[config.mk]
export PLATFORM = sky130hd
export DESIGN_NAME = ffps_fifo
export DESIGN_NICKNAME = d
export VERILOG_FILES = /design/src/design/ffps_pkg.sv /design/src/design/ffps_fifo.sv
export SDC_FILE = /design/constraint.sdc
export NUM_CORES = 1
export LEC_CHECK = 0
export BUFFER_PORTS_ARGS = -buffer_cell sky130_fd_sc_hd__buf_2
export CAP_MARGIN = 40
export CORE_MARGIN = 2
export CORE_UTILIZATION = 50
export CTS_CLUSTER_DIAMETER = 200
export DETAILED_ROUTE_END_ITERATION = 8
export GPL_TIMING_DRIVEN = 0
export PLACE_DENSITY = 0.75
export SLEW_MARGIN = 0
export SYNTH_ARGS = -nofsm -noshare
export SYNTH_HDL_FRONTEND = slang
export SYNTH_SLANG_ARGS = --single-unit
[constraint.sdc]
create_clock -name clk_i -period 29.8 [get_ports clk_i]
set_clock_uncertainty 0.2 [all_clocks]
set_input_delay 4.47 -clock clk_i [delete_from_list [all_inputs] [get_ports clk_i]]
set_output_delay 4.47 -clock clk_i [all_outputs]
set_load 0.02 [all_outputs]
[src/design/ffps_pkg.sv]
// shared types, constants and arithmetic helpers for the face flux projection block
package ffps_pkg;

  localparam int FRAC_BITS = 16;
  localparam int MAX_FACES = 16777216;
  localparam int CNT_W     = 25;
  localparam int ACC_W     = 66;
  localparam int RES_W     = 52;
  localparam int DIV_STEPS = 2 * FRAC_BITS + 1;
  localparam int SQRT_STEPS = 32;

  typedef struct packed {
    logic signed [31:0] area_x;
    logic signed [31:0] area_y;
    logic signed [31:0] area_z;
    logic signed [31:0] vel_x;
    logic signed [31:0] vel_y;
    logic signed [31:0] vel_z;
    logic signed [31:0] flux;
    logic               last_face;
  } ffps_item_t;

  typedef struct packed {
    logic signed [31:0] new_vel_x;
    logic signed [31:0] new_vel_y;
    logic signed [31:0] new_vel_z;
    logic               corrected;
    logic               stats_final;
    logic [CNT_W-1:0]   face_count;
    logic [30:0]        max_abs_before;
    logic [30:0]        l2_before;
    logic signed [55:0] sum_before;
    logic [30:0]        max_abs_after;
    logic [30:0]        l2_after;
    logic signed [55:0] sum_after;
  } ffps_result_t;

  typedef struct packed {
    logic not_empty;
    logic full;
  } ffps_q_stat_t;

  typedef struct packed {
    logic             start;
    logic [RES_W-1:0] mag;
    logic [63:0]      den;
  } ffps_div_req_t;

  typedef struct packed {
    logic        start;
    logic [63:0] val;
  } ffps_sqrt_req_t;

  function automatic logic signed [31:0] sat32(input logic signed [RES_W-1:0] x);
    logic signed [31:0] y;
    if (x > RES_W'(64'sd2147483647)) y = 32'sh7fffffff;
    else if (x < RES_W'(-64'sd2147483648)) y = 32'sh80000000;
    else y = x[31:0];
    return y;
  endfunction

  function automatic logic [30:0] mag31(input logic signed [31:0] x);
    logic [31:0] n;
    logic [30:0] m;
    n = 32'(-x);
    if (x == 32'sh80000000) m = 31'h7fffffff;
    else if (x[31]) m = n[30:0];
    else m = x[30:0];
    return m;
  endfunction

  function automatic logic signed [55:0] sat_sum56(input logic signed [55:0] s,
                                                   input logic signed [31:0] r);
    logic signed [56:0] t;
    logic signed [55:0] y;
    t = 57'(s) + 57'(r);
    if (t[56] != t[55]) y = t[56] ? {1'b1, 55'd0} : {1'b0, {55{1'b1}}};
    else y = t[55:0];
    return y;
  endfunction

  function automatic logic [63:0] sat_sq(input logic [63:0] s, input logic [63:0] p);
    logic [64:0] t;
    t = {1'b0, s} + {1'b0, p};
    return t[64] ? {64{1'b1}} : t[63:0];
  endfunction

endpackage

[src/design/ffps_fifo.sv]
// two-entry face queue between the accepting front and the processing engine
module ffps_fifo (
  input  logic                  clk_i,
  input  logic                  rst_ni,
  input  logic                  push_i,
  input  ffps_pkg::ffps_item_t  item_i,
  input  logic                  pop_i,
  output ffps_pkg::ffps_item_t  head_o,
  output ffps_pkg::ffps_q_stat_t stat_o
);

  ffps_pkg::ffps_item_t mem_q [2];
  logic       wr_q, rd_q;
  logic [1:0] cnt_q;

  always_ff @(posedge clk_i or negedge rst_ni) begin
    if (!rst_ni) begin
      wr_q  <= 1'b0;
      rd_q  <= 1'b0;
      cnt_q <= 2'd0;
    end else begin
      if (push_i) wr_q <= ~wr_q;
      if (pop_i) rd_q <= ~rd_q;
      cnt_q <= cnt_q + 2'(push_i) - 2'(pop_i);
    end
  end

  always_ff @(posedge clk_i) begin
    if (push_i) mem_q[wr_q] <= item_i;
  end

  assign head_o           = mem_q[rd_q];
  assign stat_o.not_empty = (cnt_q != 2'd0);
  assign stat_o.full      = (cnt_q == 2'd2);

endmodule

==> results by group <==
Global routing
  – Largest net degree at the start of global routing: 59
  – Initial antenna violation count: 6
  – Gr ovfl total: 0
  – First-pass GRT wire length: 51,200 µm
  – Global-route usage over all layers: 19.1%
  – Number of global-route vias before repair: 8,926

Worst hold path
  – Hold crit path type: reg -> reg
  – Min-delay src: wr_q
  – Endpoint, Worst Hold: wr_q
  – WHS Path Cells: 1

Power
  – Leak pwr: 8.55 nW
  – Logic pwr share: 35.5%
  – Sequential power share: 40.1%
  – Psw: 0.688 mW
  – Clock group share of total power: 24.4%
  – P_int: 1.49 mW
  – Peak VDD IR: 0.0000738 V
  – PD cells: 101 nW/µm²
  – Sw frac: 31.6%

Place
  – Placed Area: 20,100 µm²
  – Pre-CTS WS: 23.18 ns
  – Buffers added on ports: 455
  – DP HPWL: 24,700 µm
  – GP Congestion: 0.762

Clock network
  – CTS tree: done
  – Root Buffer: clkbuf_16
  – H-tree Lvls: 2
  – Clk buf depth: 3
  – CTS sink cnt: 454
  – Total CTS buffers: 45
  – Worst-path clk slew: 0.06 ns
  – Clk_lat worst skew: 0.54 ns
  – # Post-CTS Setup Buffers: 0
  – Hold_buf cts: 0
  – Post-cts sizing count: 0

Critical path
  – Reg2reg start: wr_q
  – Critical path data required time: 25.13 ns
  – CP max FO: 10
  – R2R cell count: 3
  – Worst setup path category: reg -> out
  – Critical Path End Type: primary output
  – Worst flop-to-flop path endpoint: mem_q[1][205]
  – R2r setup slk: 27.41 ns
  – Worst Path Arrival: 2.00 ns
  – Kind of start point of the critical path: register

STA
  – Final min period: 6.67 ns
  – Worst setup margin: 23.13 ns
  – Rel. slew slack: 45.1%
  – Final hold vios: 0
  – RSZ-0062 raised after global routing: no
  – Worst-Margin Slew: 0.823 ns
  – Period utilization: 22.4%
  – FMAX: 0.150 GHz
  – Setup TNS: 0 ns
  – Final setup violating endpoints: 0
  – Pins over their slew limit: 0

Die
  – IO Pins: 456
  – Die H: 188 µm
  – Die X: 188 µm
  – Starting density of the core: 50.7%
  – Die ar.: 35,500 µm²
  – Core box area: 33,500 µm²
  – Std cell rows: 67

Synth
  – Syn Area/Cell: 23.8 µm²
  – Sequential fraction of the synthesis area: 80.1%
  – Mapped Area: 17,000 µm²
  – Post-synth top area cell: edfxtp_1
  – Unique masters post-synth: 13
  – Synth top area cells: edfxtp_1 (79%), mux2_4 (12%), mux2_2 (5.6%)
  – Syn nets: 946
  – Flops & latches, synth: 454
  – Cells after synthesis: 715
  – Yosys top cell area share: 79.5%
  – YS warnings: 0

Finish
  – Share of layout cells above drive strength 1: 61.9%
  – Synthesis-to-finish area growth: 26.6%
  – Fin nets: 1,460
  – Most frequent cells in the layout: buf_2 (463), edfxtp_1 (450), mux2_4 (140)
  – Most common cell after layout, fill and taps aside: buf_2
  – Fin area: 21,500 µm²

Route
  – WL final: 34,900 µm
  – WL per Instance: 20.4 µm
  – DRC Markers: 0
  – ANT nets after route: 0
  – Via count of the routed design: 8,477
  – First DRT Iteration DRCs: 489
  – TritonRoute pass-1 iters: 4
  – Number of vias per cell: 4.96

Run
  – Max_cap viols: 0

Status
  – Status: complete, no violations
## cell type report
cell class / instances / area [µm²]
Clock buffer: 57 / 1170
Antenna cell: 1 / 2.50
Clock inverter: 22 / 214
Sequential cell: 454 / 13600
Timing Repair Buffer: 467 / 2560
Multi-Input combinational cell: 234 / 3160
Fill cell: 2349 / 12000
Inverter: 2 / 7.51
Buffer: 25 / 231
Tap cell: 448 / 561
## critical path: stages, from the launching register on
cell	delay (ns)
dfrtp_1	0.34
buf_6	0.16
buf_6	0.21
buf_6	0.24
mux2_4	0.31
buf_2	0.20
## stage by stage
step	instances	power, mW	util (%)	hold slack (ns)
floorplan	715	1.45	-	0.255
global placement	1618	1.70	59.2	0.269
detailed placement	1630	1.67	60.0	0.345
CTS	1709	2.21	64.2	0.351
global route	1709	2.27	64.2	0.374
finish	1710	2.18	64.2	0.350
## cells by family after synthesis
logic type / synth area share (%)
AND/OR/NAND/NOR: 0.147
multiplexers: 18.0
buffers and inverters: 1.41
XOR/XNOR: 0.243
flip-flops: 80.1
adder cells (fa/ha/maj): 0.147
## cell usage after synthesis
library cell	n
xor3_1	1
or2_2	1
and2_1	1
mux2_2	85
xor2_1	2
dfrtp_1	4
ha_1	2
inv_1	2
buf_2	8
buf_6	17
edfxtp_1	450
nor2b_1	2
mux2_4	140
## power by group through the flow
stage | sequential, mW | clock, mW | combinational (mW)
floorplan | 0.921 | 0 | 0.532
CTS | 0.875 | 0.546 | 0.787
detailed placement | 0.888 | 0 | 0.784
finish | 0.874 | 0.533 | 0.774
global placement | 0.950 | 0 | 0.753
global route | 0.883 | 0.570 | 0.818
## per-layer routing
metal  GRT usage, %  part of all wire (%)  vias to the layer above
met2           34.3                    52                      373
met3           7.15                   9.6                       67
li1               -                     -                     3895
met1           21.1                    36                     4132
met4           6.19                   2.3                       10
met5              0                  0.20                        -
## worst max path at each step
stage,slack (ns),endpoint,cells after the start,startpoint
2_1_floorplan,14.60,mem_q[0][0],1,push_i
3_3_place_gp,8.51,mem_q[0][212],2,push_i
3_5_place_dp,23.18,mem_q[1][103],4,push_i
4_1_cts,23.05,head_o[167],5,rd_q
5_1_grt,23.04,head_o[165],5,rd_q
6_report,23.13,head_o[165],5,rd_q
## state kept, by name, indices dropped and copies added, names as in the netlist
| name | count |
|---|---|
| mem_q | 450 |
| wr_q | 1 |
| cnt_q | 2 |
| rd_q | 1 |
(Power assumes the default switching activity.)
